[src/rtl/core/circle_elastic_collision_core_defines.svh]
// Assertion macros shared by the collision core RTL.
// No dependencies; included inside module bodies that carry assertions.
`ifndef CIRCLE_ELASTIC_COLLISION_CORE_DEFINES_SVH
`define CIRCLE_ELASTIC_COLLISION_CORE_DEFINES_SVH

// same-cycle implication
`define ECC_ASSERT_SAME(lbl, clk, rst, ante, cons, msg) \
   lbl: assert property (@(posedge clk) disable iff (rst) (ante) |-> (cons)) else $error(msg);

// next-cycle implication
`define ECC_ASSERT_NEXT(lbl, clk, rst, ante, cons, msg) \
   lbl: assert property (@(posedge clk) disable iff (rst) (ante) |=> (cons)) else $error(msg);

`endif

[src/rtl/core/ecc_pkg.sv]
// Shared types and constants for the circle collision core.
// No dependencies.
package ecc_pkg;

   // operand slice of one multiplier stage
   localparam int MUL_CHUNK = 32;
   // front-to-back queue depth, power of two
   localparam int QDEPTH = 4;

   typedef struct packed {
      logic full;
      logic valid;
   } qstat_type;

   // stages of a sliced multiplier: one partial product per stage
   function automatic int mul_lat(input int aw, input int bw);
      return ((aw + MUL_CHUNK - 1) / MUL_CHUNK) * ((bw + MUL_CHUNK - 1) / MUL_CHUNK);
   endfunction

endpackage

[src/rtl/core/ecc_queue.sv]
// Short register queue between the front and the back of the collision core.
// Depends on ecc_pkg and the assertion macro header.
module ecc_queue #(
   parameter int W = 325
) (
   input  logic              clock,
   input  logic              reset,
   input  logic              push,
   input  logic [W-1:0]      din,
   input  logic              pop,
   output logic [W-1:0]      dout,
   output ecc_pkg::qstat_type stat
);
   import ecc_pkg::*;
   `include "circle_elastic_collision_core_defines.svh"

   localparam int PTW  = $clog2(QDEPTH);
   localparam int CNTW = $clog2(QDEPTH + 1);

   logic [W-1:0]    mem_ff [QDEPTH];
   logic [PTW-1:0]  wr_ptr_ff, wr_ptr_in;
   logic [PTW-1:0]  rd_ptr_ff, rd_ptr_in;
   logic [CNTW-1:0] count_ff, count_in;

   always_comb begin
      wr_ptr_in = push ? wr_ptr_ff + 1'b1 : wr_ptr_ff;
      rd_ptr_in = pop ? rd_ptr_ff + 1'b1 : rd_ptr_ff;
      case ({push, pop})
         2'b10:   count_in = count_ff + 1'b1;
         2'b01:   count_in = count_ff - 1'b1;
         default: count_in = count_ff;
      endcase
   end

   always_ff @(posedge clock) begin
      if (reset) begin
         wr_ptr_ff <= '0;
         rd_ptr_ff <= '0;
         count_ff  <= '0;
      end else begin
         wr_ptr_ff <= wr_ptr_in;
         rd_ptr_ff <= rd_ptr_in;
         count_ff  <= count_in;
      end
   end

   always_ff @(posedge clock) begin
      if (push) mem_ff[wr_ptr_ff] <= din;
   end

   assign dout       = mem_ff[rd_ptr_ff];
   assign stat.full  = count_ff == CNTW'(QDEPTH);
   assign stat.valid = count_ff != '0;

   `ECC_ASSERT_SAME(a_no_overflow, clock, reset, push, !stat.full, "push into full queue")
   `ECC_ASSERT_SAME(a_no_underflow, clock, reset, pop, stat.valid, "pop from empty queue")
   `ECC_ASSERT_NEXT(a_pass_through, clock, reset, push && pop, $stable(count_ff), "count moved")
   `ECC_ASSERT_NEXT(a_drain, clock, reset, pop && !push, count_ff == $past(count_ff) - 1'b1, "count off")
endmodule

[config.mk]
export PLATFORM = sky130hd
export DESIGN_NAME = ecc_queue
export DESIGN_NICKNAME = d
export VERILOG_FILES = /design/src/rtl/core/ecc_pkg.sv /design/src/rtl/core/ecc_queue.sv
export VERILOG_INCLUDE_DIRS = /design/src /design/src/rtl/core
export SDC_FILE = /design/constraint.sdc
export NUM_CORES = 1
export LEC_CHECK = 0
export ABC_CLOCK_PERIOD_IN_PS = 14110
export BUFFER_PORTS_ARGS = -buffer_cell sky130_fd_sc_hd__buf_4
export CAP_MARGIN = 30
export CELL_PAD_IN_SITES_DETAIL_PLACEMENT = 1
export CELL_PAD_IN_SITES_GLOBAL_PLACEMENT = 1
export CORE_MARGIN = 1.5
export CORE_UTILIZATION = 45
export DETAILED_ROUTE_END_ITERATION = 10
export PLACE_DENSITY = 0.8
export SLEW_MARGIN = 5
export SYNTH_ARGS = -nofsm -noshare
export SYNTH_HDL_FRONTEND = slang
export SYNTH_SLANG_ARGS = --single-unit
[constraint.sdc]
create_clock -name clock -period 14.11 [get_ports clock]
set_input_delay 2.822 -clock clock [delete_from_list [all_inputs] [get_ports clock]]
set_output_delay 2.822 -clock clock [all_outputs]
set_load 0.05 [all_outputs]
==> results by group <==
Critical path
  – Most frequent CP cell: buf_4
  – Worst-path cell chain: buf_4 -> buf_4 -> mux4_2 -> buf_4
  – Setup Crit Path Kind: reg2out
  – Crit path max fanout: 63
  – R2r worst-path depth: 6
  – CP bufs+invs: 3
  – Max stage delay on crit path: 0.99 ns
  – Slowest cell on the critical path: dfxtp_4
  – FF-to-FF End: mem_ff[3][150]$_DFFE_PP_
  – CP required: 11.29 ns
  – Worst setup SP type: flip-flop
  – R2R Setup Slk: 10.15 ns
  – Crit path DAT: 4.02 ns
  – FF-to-FF Start: wr_ptr_ff[0]$_SDFFE_PP0P_
  – Top delay family on crit path: buffers and inverters
  – CP endpoint kind: output pin

Route
  – Vias per Instance: 5.42
  – Initial DRT Pass Iterations: 5
  – Routed vias: 21600
  – Final WL: 111 mm
  – Residual DRC: 0
  – Post-DRT Antenna Nets: 0
  – Initial DRC count: 1543
  – Post-DR wirelength/cell: 27.9 um

Die
  – Row count: 118
  – Starting Density: 45.5%
  – Core area: 104000 sq um
  – IO Pins: 656
  – Die height: 327 um
  – Die area: 107000 sq um
  – Die Width: 327 um

Synth
  – Synthesized area: 47300 sq um
  – Seq/Total Area, Yosys: 82.9%
  – Synthesis Warnings: 0
  – Yosys reg bits: 1309
  – Synth Instances: 1740
  – Synth Net Count: 2075
  – Syn avg cell area: 27.2 sq um
  – Distinct cells, synth: 20

Place
  – Port buffer count: 655
  – Post-placement cell area: 53700 sq um
  – Routability congestion estimate from global placement: 0.765
  – Final HPWL DP: 69.1 mm
  – DP Worst Slack: 7.40 ns

Power
  – P_leak: 19.4 nW
  – Sw frac: 25.9%
  – Pwr Total: 9.39 mW
  – Gate power share: 14.8%
  – Flop pwr share: 48.3%
  – Psw: 2.43 mW
  – Internal Power: 6.96 mW
  – P per Cell Area: 161 nW/um^2
  – Peak VDD IR: 0.128 mV
  – Clock network fraction of total power: 36.9%

Status
  – Outcome: complete, no violations

Min path
  – Hold Path Depth: 2
  – Worst hold path class: reg2reg
  – Min-Delay Endpoint: count_ff[2]$_SDFFE_PP0P_
  – HP Start: count_ff[2]$_SDFFE_PP0P_

STA
  – Setup_tns: 0 ns
  – Final Max Tran Viols: 0
  – Worst slew pin tran: 1.32 ns
  – Worst Skew: 0.0229 ns
  – RSZ-0062 raised after global routing: no
  – Final setup margin: 7.27 ns
  – Tcrit/Tclk final: 48.5%
  – Max Fclk: 146 MHz
  – Final hold vios: 0
  – Final Setup Violations: 0
  – Max-Slew Margin vs Limit: 12.2%
  – Final min period: 6.84 ns

Final layout
  – # nets final: 2832
  – Post-Layout Inst Area: 58300 sq um
  – Area of the multi-input gates: 7560 sq um
  – Proportion of layout cells with a drive suffix above 1: 46.6%
  – Reg area: 39200 sq um
  – Layout Utilization: 56.1%
  – Area Overhead vs Synth: 23.2%
  – Fillers: 8794

CTS
  – CTS tree: done
  – Clock Path Buffers: 3
  – Clk sinks: 1309
  – Hold Buf Count CTS: 0
  – Max H-tree Level: 4
  – Post-CTS Setup Bufs: 0
  – Num CTS Buffers: 137
  – Root buf cell: clkbuf_16
  – PostCTS Resize Cnt: 0
  – Clock latency on the worst-skew pair: 0.72 ns
  – Worst-path clk slew: 0.06 ns

Global route
  – Vias in the first global route: 24000
  – GRT overflow: 0
  – Pin count of the biggest net entering global routing: 142
  – Initial antenna violation count: 20
  – GR Util All Layers: 20.8%
  – First-pass GRT wire length: 162 mm

Run
  – Max_cap viols: 0
cells in the final DEF (no fill, tap or decap), drive strengths merged, types with 5 or more instances in the layout:
master    count
bufinv       11
clkbuf      171
buf         691
edfxtp     1300
clkinvlp      8
nor2          7
ha            5
clkinv       41
inv          10
dfxtp         9
diode        10
mux4        325
synthesized netlist by cell type:
| cell | count | area (sq um) |
|---|---|---|
| xor2_1 | 2 | 17.5 |
| or3_1 | 2 | 12.5 |
| buf_2 | 34 | 170 |
| buf_6 | 29 | 327 |
| edfxtp_1 | 1300 | 39000 |
| xnor2_1 | 3 | 26.3 |
| o21ai_0 | 1 | 5.00 |
| nand2_1 | 1 | 3.75 |
| inv_1 | 3 | 11.3 |
| fa_1 | 1 | 20.0 |
| mux2i_1 | 2 | 20.0 |
| nor2_1 | 7 | 26.3 |
| nor3b_1 | 1 | 7.51 |
| buf_1 | 1 | 3.75 |
| a21oi_1 | 1 | 5.00 |
| mux4_2 | 325 | 7320 |
| clkbuf_1 | 9 | 33.8 |
| ha_1 | 5 | 62.6 |
| dfxtp_1 | 9 | 180 |
| and2_1 | 4 | 25.0 |
state kept, by name, indices dropped and copies added, names as in the netlist, named ones only:
register,cells
wr_ptr_ff,2
rd_ptr_ff,2
mem_ff,1300
count_ff,3
worst max-delay path by stage:
stage,start,end,slack (ns),depth (start not counted)
2_1_floorplan,push,mem_ff[0][0]$_DFFE_PP_,3.24,1
3_3_place_gp,push,mem_ff[2][152]$_DFFE_PP_,7.50,5
3_5_place_dp,push,mem_ff[2][159]$_DFFE_PP_,7.40,5
4_1_cts,flip-flop,dout[298],6.89,4
5_1_grt,flip-flop,dout[114],6.96,4
6_report,flip-flop,dout[168],7.27,4
cell type report:
type / instances / share of cell area, %
Sequential cell: 1309 / 67.3
Multi-Input combinational cell: 355 / 13.0
Timing Repair Buffer: 691 / 9.33
Clock buffer: 171 / 6.17
Tap cell: 1380 / 2.96
Clock inverter: 67 / 1.20
Antenna cell: 10 / 0.0429
Inverter: 3 / 0.0193
worst reg2reg max path, stage by stage, from the launching register on:
cell and delay [ns]:
dfxtp_1 0.40, ha_1 0.17, and2_4 0.25, buf_16 0.32, buf_4 0.76, buf_4 0.86
buf_4 0.73
routing by layer:
layer | GRT usage, % | wire length (um) | up-vias
li1 | - | - | 9115
met1 | 23.8 | 38600 | 11400
met2 | 35.8 | 58400 | 849
met3 | 8.16 | 10700 | 199
met4 | 6.94 | 3350 | 16
met5 | 0 | 113 | -
power groups by stage:
stage               logic [mW]  registers [mW]  clock network [mW]
finish                    1.39            4.54                3.47
CTS                       1.40            4.54                3.54
global route              1.45            4.55                3.65
detailed placement        1.39            4.62                   0
floorplan                0.933            4.64                   0
global placement          1.36            4.59                   0
cells by family after synthesis:
logic type	Yosys count	synth area share, %
flops	1309	82.9
mux	327	15.5
fa+ha+maj	6	0.175
xor+xnor	5	0.0926
compound gates	2	0.0211
simple gates	15	0.159
buf+inv	76	1.15
per-stage QoR:
stage                     cells  hold WS, ns
final                      3986        0.521
after global routing       3982        0.580
after CTS                  3968        0.525
after detailed placement   3730        0.513
after global placement     3727        0.473
after floorplan            1740        0.461
No activity file was read; power rests on OpenSTA's default activity.
