==> config.mk <==
export PLATFORM = sky130hd
export DESIGN_NAME = ecc_front
export DESIGN_NICKNAME = d
export VERILOG_FILES = /design/src/rtl/core/circle_elastic_collision_core_defines.svh /design/src/rtl/core/ecc_pkg.sv /design/src/rtl/core/ecc_front.sv
export SDC_FILE = /design/constraint.sdc
export NUM_CORES = 1
export LEC_CHECK = 0
export BUFFER_PORTS_ARGS = -buffer_cell sky130_fd_sc_hd__buf_2
export CAP_MARGIN = 10
export CORE_AREA = 2 2 256 258
export CTS_CLUSTER_DIAMETER = 100
export DETAILED_ROUTE_END_ITERATION = 16
export DIE_AREA = 0 0 258 260
export GPL_TIMING_DRIVEN = 0
export PLACE_DENSITY_LB_ADDON = 0.12
export SYNTH_ARGS = -nofsm -noshare
export SYNTH_HDL_FRONTEND = slang
export SYNTH_SLANG_ARGS = --single-unit
==> constraint.sdc <==
create_clock -name clock -period 24.9 [get_ports clock]
set_clock_uncertainty 0.1 [all_clocks]
set_input_delay 4.98 -clock clock [delete_from_list [all_inputs] [get_ports clock]]
set_output_delay 4.98 -clock clock [all_outputs]
set_load 0.05 [all_outputs]
==> src/rtl/core/circle_elastic_collision_core_defines.svh <==
// Assertion macros shared by the collision core RTL.
// No dependencies; included inside module bodies that carry assertions.
`ifndef CIRCLE_ELASTIC_COLLISION_CORE_DEFINES_SVH
`define CIRCLE_ELASTIC_COLLISION_CORE_DEFINES_SVH

// same-cycle implication
`define ECC_ASSERT_SAME(lbl, clk, rst, ante, cons, msg) \
   lbl: assert property (@(posedge clk) disable iff (rst) (ante) |-> (cons)) else $error(msg);

// next-cycle implication
`define ECC_ASSERT_NEXT(lbl, clk, rst, ante, cons, msg) \
   lbl: assert property (@(posedge clk) disable iff (rst) (ante) |=> (cons)) else $error(msg);

`endif

==> src/rtl/core/ecc_pkg.sv <==
// Shared types and constants for the circle collision core.
// No dependencies.
package ecc_pkg;

   // operand slice of one multiplier stage
   localparam int MUL_CHUNK = 32;
   // front-to-back queue depth, power of two
   localparam int QDEPTH = 4;

   typedef struct packed {
      logic full;
      logic valid;
   } qstat_type;

   // stages of a sliced multiplier: one partial product per stage
   function automatic int mul_lat(input int aw, input int bw);
      return ((aw + MUL_CHUNK - 1) / MUL_CHUNK) * ((bw + MUL_CHUNK - 1) / MUL_CHUNK);
   endfunction

endpackage

==> src/rtl/core/ecc_front.sv <==
// Input stage: takes a word, forms center and velocity differences as
// sign/magnitude, flags degenerate pairs, and pushes the item to the queue.
module ecc_front #(
   parameter int VALUE_BITS = 32
) (
   input  logic                      clock,
   input  logic                      reset,
   input  logic                      req_tvalid,
   output logic                      req_tready,
   input  logic [10*VALUE_BITS-1:0]  req_fields,
   input  ecc_pkg::qstat_type        q_stat,
   output logic                      push,
   output logic [10*VALUE_BITS+4:0]  item
);
   import ecc_pkg::*;

   localparam int V  = VALUE_BITS;
   localparam int IW = 10 * V + 5;

   logic          valid_ff, valid_in;
   logic [IW-1:0] item_ff, item_in;
   logic          accept;

   logic [V-1:0] p1x, p1y, p2x, p2y, v1x, v1y, v2x, v2y, ma, mb;
   logic [V:0]   dx_f, dx_r, dy_f, dy_r, dvx_f, dvx_r, dvy_f, dvy_r;
   logic [V-1:0] dxm, dym, dvxm, dvym;
   logic         dg;

   assign {mb, ma, v2y, v2x, v1y, v1x, p2y, p2x, p1y, p1x} = req_fields;

   // both directions of each difference in parallel, pick by sign
   assign dx_f  = {p2x[V-1], p2x} - {p1x[V-1], p1x};
   assign dx_r  = {p1x[V-1], p1x} - {p2x[V-1], p2x};
   assign dy_f  = {p2y[V-1], p2y} - {p1y[V-1], p1y};
   assign dy_r  = {p1y[V-1], p1y} - {p2y[V-1], p2y};
   assign dvx_f = {v2x[V-1], v2x} - {v1x[V-1], v1x};
   assign dvx_r = {v1x[V-1], v1x} - {v2x[V-1], v2x};
   assign dvy_f = {v2y[V-1], v2y} - {v1y[V-1], v1y};
   assign dvy_r = {v1y[V-1], v1y} - {v2y[V-1], v2y};

   assign dxm  = dx_f[V]  ? dx_r[V-1:0]  : dx_f[V-1:0];
   assign dym  = dy_f[V]  ? dy_r[V-1:0]  : dy_f[V-1:0];
   assign dvxm = dvx_f[V] ? dvx_r[V-1:0] : dvx_f[V-1:0];
   assign dvym = dvy_f[V] ? dvy_r[V-1:0] : dvy_f[V-1:0];

   // coincident centers or zero mass sum
   assign dg = (dx_f == '0 && dy_f == '0) || (ma == '0 && mb == '0);

   assign req_tready = !valid_ff || !q_stat.full;
   assign accept     = req_tvalid && req_tready;
   assign push       = valid_ff && !q_stat.full;

   always_comb begin
      valid_in = valid_ff;
      if (accept)    valid_in = 1'b1;
      else if (push) valid_in = 1'b0;
      item_in = {dg, v2y, v2x, v1y, v1x, mb, ma,
                 dvy_f[V], dvym, dvx_f[V], dvxm, dy_f[V], dym, dx_f[V], dxm};
   end

   always_ff @(posedge clock) begin
      if (reset) valid_ff <= 1'b0;
      else       valid_ff <= valid_in;
   end

   always_ff @(posedge clock) begin
      if (accept) item_ff <= item_in;
   end

   assign item = item_ff;
endmodule

==> metrics.md, run 1 <==
| Metric | Value |
|---|---|
| First-pass GRT wire length | `roughly 150 mm` |
| Commonest non-fill, non-tap cell in the layout | `buf_2` |
| Critical path class | `in -> out` |
| Final hold violation count | `0` |
| Io pins | `roughly 650` |
| Status | `finished clean` |
| Fraction of registers with async set/reset | `0%` |
| Area of the core | `between 60,000 and 70,000 um^2` |
| RSZ-0062 raised after global routing | `no` |
| Final Max Slew Viols | `0` |
| Maxcap violations | `0` |
| CP Capture Type | `output port` |
| Critical Path RT | `19,820 ps` |
| Hold Path Class | `reg -> reg` |
| DRC viols | `0` |
| DP Area | `around 30,000 um^2` |
| Cell area after layout | `slightly above 30,000 um^2` |
| Die Footprint | `around 67,000 um^2` |
| Routability cong. | `a little over 0.9` |
| RR Startpoint | `valid_ff` |
| Max incr delay on CP | `260 ps` |
| GR Overflow Total | `0` |
| Largest net degree at the start of global routing | `between 70 and 80` |
| Synth Cell Area | `about 25,000 um^2` |
| Critical Path AT | `5440 ps` |
| DP HPWL | `between 80 and 90 mm` |
| Worst skew pair latency | `between 500 and 600 ps` |
| Final setup viols | `0` |
| Fillers | `~6,300` |
| Via density | `~5.5` |
| Ys Warns | `0` |
| Most frequent cells in the layout | `701 x buf_2, 325 x edfxtp_1, 308 x inv_1` |
| Worst-margin pin slew | `1138 ps` |
| EDFF count, synth | `325` |
| Clk buf depth | `3` |
| DIE HEIGHT | `between 200 and 300 um` |
| Final Non-Filler Cells | `between 4,000 and 5,000` |
| DRT Pass-1 Iters | `7` |
| Site row count | `slightly above 90` |
| Initial antenna violation count | `33` |
| Final net count | `about 4,000` |
| Syn nets | `~3,300` |
| Initial drt markers | `1,823` |
| DR WL/cell | `roughly 23 um` |
| Min-delay src | `valid_ff` |
| Vias in the first global route | `around 23,000` |
| Crit-path cells | `buf_2 -> nor2b_1 -> buf_2` |
| Yosys reg bits | `326` |
| CP Launch Type | `primary input` |
| Post CTS Setup Buffer Count | `0` |
| Hold_buf cts | `0` |
| Cell Count Post-Placement | `between 4,000 and 5,000` |
| Chip width | `roughly 260 um` |
| Gr usage total | `between 20% and 30%` |
| Clock root buffer | `clkbuf_16` |
| Main flop type after synthesis | `edfxtp_1` |
| PD cells | `roughly 69 nW/um^2` |
| CP max FO | `3` |
| Antenna Nets Post-Route | `0` |
| Most common cell type on the critical path | `buf_2` |
| Mean cell area of the mapped netlist | `around 9.4 um^2` |
| Util after Layout | `48.45%` |
| Relative slew slack | `between 20% and 30%` |
| DR vias | `23,540` |
| CTS tree | `done` |
| Area occupied by multi-input gates | `between 10,000 and 15,000 um^2` |
| Max Fclk | `between 0.09 and 0.1 GHz` |
| Post-synthesis cell type count | `95` |
| Share of cells above drive strength 1 | `between 20% and 30%` |
| Crit path from | `q_stat[1]` |
| Final Critical Period | `between 10,000 and 15,000 ps` |
| Gate Count Post-Synth | `~2,700` |
| Total negative slack | `0 ps` |
| CTS Sinks | `around 330` |
| Critical path's slowest cell | `buf_2` |
| PortBufs | `650` |
| Register Area | `~9800 um^2` |
| CTS-repair resized insts | `0` |
| CTS H-Tree Depth | `2` |
| Synthesis-to-finish area growth | `23.33%` |
| Leak | `approximately 14 nW` |
| Worst VDD drop | `0.08005 mV` |
| Inserted Clock Buffers | `39` |
| Post-Route WL | `~100 mm` |
| Period utilisation layout | `around 42%` |
| Starting Density | `roughly two fifths` |
| Reg clk slew, reported paths | `60 ps` |
| Post-synthesis sequential area ratio | `38.83%` |
cells in the mapped netlist, types with 8 or more instances:
master,count,area (um^2)
a31oi_1,22,137.6
nor3_1,36,180.2
a21oi_1,287,1436
and3_1,13,81.33
a21boi_0,17,127.6
o21ai_0,163,815.8
nand4_1,52,325.3
nor2_1,162,608.1
ha_1,254,3178
clkbuf_1,56,210.2
and2_1,13,81.33
o21bai_1,40,300.3
or3_1,19,118.9
nand2_1,150,563.0
edfxtp_1,325,9759
xor2_1,58,508.0
nand3_1,37,185.2
o22ai_1,8,50.05
a21o_1,103,773.2
o211ai_1,22,165.2
o21ai_1,10,50.05
or4_1,11,82.58
o221ai_1,9,78.83
nor2b_1,30,187.7
nor4_1,29,181.4
inv_1,308,1156
fa_1,8,160.2
buf_2,50,250.2
xnor2_1,87,762.0
a211oi_1,37,277.8
o41ai_1,8,70.07
mux2i_1,34,340.3
o31ai_1,19,142.6
o21a_1,30,225.2
nand2b_1,20,125.1
registers in the layout, summed over array words and instances (netlist names):
register and count:
item 325, valid_ff 1
through the flow:
stage	hold slack, ps	total power, mW	setup slack [ps]
2_1_floorplan	365.3	1.271	11310
5_1_grt	425.9	2.227	14350
3_5_place_dp	402.1	1.514	14370
3_3_place_gp	376.6	1.523	8573
6_report	420.3	2.135	14380
4_1_cts	415.9	2.147	14370
critical path, delay by kind of cell:
kind | cells | cell delay, ps
buffers and inverters | 2 | 370
and+or+nand+nor | 1 | 90
final cells by class:
class	instances	share of cell area (%)
inverters	311	3.766
multi-input cells	1925	44.07
well taps	855	3.444
clock buffers	44	3.202
plain buffers	120	1.792
clock inverters	28	1.261
flip-flops and latches	326	31.48
repair buffers	655	10.84
diodes	17	0.1370
final timing paths:
check | endpoint | slack [ps] | depth (start not counted)
min | valid_ff | 420 | 2
min reg2reg | valid_ff | 420 | 2
max reg2reg | item[103] | 22080 | 5
max | push | 14380 | 3
kinds of logic (layout without fill, tap and decap cells):
| family | count (synthesis) | after routing | share of synthesized area [%] |
|---|---|---|---|
| mux | 42 | 42 | 1.739 |
| buf+inv | 431 | 1158 | 6.855 |
| simple gates | 599 | 599 | 11.66 |
| flops | 326 | 326 | 38.83 |
| fa+ha+maj | 262 | 262 | 13.25 |
| compound gates | 877 | 877 | 22.62 |
| xor+xnor | 145 | 145 | 5.042 |
| other cells | 0 | 17 | 0 |
per-layer routing:
layer / up-vias / routed length [um] / global-route usage [%]
li1: 11150 / - / -
met1: 11220 / 40100 / 34.80
met2: 959 / 48640 / 49.99
met3: 195 / 6668 / 5.507
met4: 14 / 4168 / 10.95
met5: - / 81 / 0
power by group:
part	total, mW	internal [mW]	switching [mW]
clock	0.624	0.375	0.249
combinational	0.812	0.232	0.579
sequential	0.699	0.684	0.0155
total	2.13	1.29	0.844
No activity file was read; power rests on OpenSTA's default activity.
==> inputs of run 2 (changes only) <==
clock period = 9.5 ns   (was 24.9 ns; I/O delays follow)
==> run 2 against run 1 <==
Compared with the run above: sequential power rose to 2.6 times the previous value; first-iteration DRC count shrank 4.0%; critical path depth rose by 10; via count about the same; final area fell by 0.69%; combinational power grew to 2.6 times the previous value; die area is the same; highest routed layer unchanged; cell count about the same; sequential share of layout area up 0.22 points; utilization is 0.34 points lower; register-to-register slack lost 15000 ps; worst setup slack got worse by 11000 ps.
==> metrics.md, run 2 (same netlist as run 1, synthesis figures left out) <==
| Metric | Value |
|---|---|
| Initial antenna violation count | `49` |
| Status | `finished clean` |
| Area of the core | `between 60,000 and 70,000 um^2` |
| DRT Pass-1 Iters | `8` |
| Tot Pwr | `around 5.4 mW` |
| Io pins | `around 650` |
| DP HPWL | `83.42 mm` |
| CTS-repair resized insts | `0` |
| CP max FO | `9` |
| Final net count | `between 3,000 and 4,000` |
| Final Max Slew Viols | `0` |
| Psw | `approximately 2.2 mW` |
| Post CTS Setup Buffer Count | `0` |
| Pint | `between 3 and 4 mW` |
| Final setup viols | `0` |
| Pre-CTS setup slack | `just over 3000 ps` |
| Fillers | `approximately 6,300` |
| Clk pwr share | `between 20% and 30%` |
| Initial drt markers | `approximately 1,800` |
| Max reg flops | `between 300 and 400` |
| Critical Path AT | `~6300 ps` |
| DR WL/cell | `between 20 and 25 um` |
| Max Fclk | `approximately 0.17 GHz` |
| GR Overflow Total | `0` |
| Largest net degree at the start of global routing | `78` |
| Clock root buffer | `clkbuf_16` |
| Maxcap violations | `0` |
| RSZ-0062 raised after global routing | `no` |
| DR vias | `approximately 24,000` |
| PortBufs | `650` |
| Commonest non-fill, non-tap cell in the layout | `buf_2` |
| Switching share of power | `40.28%` |
| Hold_buf cts | `0` |
| CP Launch Type | `primary input` |
| Routability cong. | `between 0.9 and 1` |
| Site row count | `93` |
| Antenna Nets Post-Route | `0` |
| CTS H-Tree Depth | `2` |
| Vias in the first global route | `about 23,000` |
| Critical Path RT | `between 9000 and 10,000 ps` |
| Final Critical Period | `roughly 6000 ps` |
| DP Area | `29,650 um^2` |
| Post-Route WL | `100.3 mm` |
| Clk buf depth | `3` |
| CTS tree | `done` |
| Chip width | `between 200 and 300 um` |
| Reg clk slew, reported paths | `60 ps` |
| Critical path class | `in -> reg` |
| Starting Density | `39.28%` |
| Final hold slack | `407.1 ps` |
| Period utilisation layout | `between 60% and 70%` |
| PD cells | `about 170 nW/um^2` |
| Leak | `approximately 14 nW` |
| Cell Count Post-Placement | `4,192` |
| Final hold violation count | `0` |
| Gr usage total | `approximately 28%` |
| CP Capture Type | `register` |
| DRC viols | `0` |
| Worst-margin pin slew | `1206 ps` |
| DIE HEIGHT | `between 200 and 300 um` |
| Util after Layout | `between 40% and 50%` |
| Synthesis-to-finish area growth | `22.47%` |
| CTS Sinks | `~330` |
| Total negative slack | `0 ps` |
| Share of cells above drive strength 1 | `23.73%` |
| Die Footprint | `around 67,000 um^2` |
| Hold Path Class | `reg -> reg` |
| Sequential share of power | `between 30% and 40%` |
| Inserted Clock Buffers | `37` |
| Via density | `between 5 and 6` |
| Cell area after layout | `30,850 um^2` |
| Combinational share of power | `between 30% and 40%` |
| Worst VDD drop | `~0.095 mV` |
| FF-to-FF setup slack | `just over 7000 ps` |
| Relative slew slack | `between 10% and 20%` |
| Worst skew pair latency | `550 ps` |
| Final WS setup | `roughly 3600 ps` |
| Final Non-Filler Cells | `~4,300` |
| First-pass GRT wire length | `around 140 mm` |
| Most frequent cells in the layout | `700 x buf_2, 325 x edfxtp_1, 308 x inv_1` |
## run 2: cell types whose count changed in the layout (fill, tap and decap cells not counted), moves of 2 or more
cell       change
diode_2        +6
bufinv_16      -5
clkbuf_1       +4
clkbuf_16      -2
clkinv_8       -2
## run 2: power by group through the flow
| stage | logic (mW) | clock network (mW) | registers (mW) |
|---|---|---|---|
| floorplan | 0.937 | 0 | 2.38 |
| global placement | 2.09 | 0 | 1.88 |
| detailed placement | 2.10 | 0 | 1.86 |
| CTS | 2.11 | 1.45 | 1.83 |
| global route | 2.26 | 1.50 | 1.84 |
| finish | 2.12 | 1.41 | 1.83 |
## run 2: worst max-delay path: stages
cell,delay [ps]
buf_2,90
inv_1,40
ha_1,280
buf_2,190
a2111o_1,460
o21ai_0,600
a211oi_1,220
o311ai_0,1040
o2111ai_1,460
a2111o_1,450
nor4_1,260
nand4_1,150
nand2_1,120
## run 2: path summary, 6_finish.rpt
path                       from        end  cells after the start
hold / removal         valid_ff   valid_ff                      2
hold reg to reg        valid_ff   valid_ff                      2
setup / recovery  req_fields[6]  item[324]                     13
setup reg to reg       valid_ff  item[108]                      5
## run 2: area by class of cell
class | instances | area [um^2] | area share, %
Timing Repair Buffer | 655 | 3391 | 10.99
Multi-Input combinational cell | 1925 | 13680 | 44.36
Antenna cell | 23 | 57.56 | 0.1866
Buffer | 120 | 556.8 | 1.805
Tap cell | 855 | 1070 | 3.468
Clock inverter | 18 | 180.2 | 0.5841
Clock buffer | 46 | 959.7 | 3.111
Inverter | 311 | 1170 | 3.792
Sequential cell | 326 | 9779 | 31.70
## run 2: routing by layer
metal	GRT usage, %	routed length (um)	part of all wire, %	vias to the layer above
met4	12.80	4691	4.7	20
met2	49.78	48770	49	947
li1	-	-	-	11140
met3	6.140	7769	7.7	206
met1	33.54	39000	39	11250
met5	0	112	0.11	-
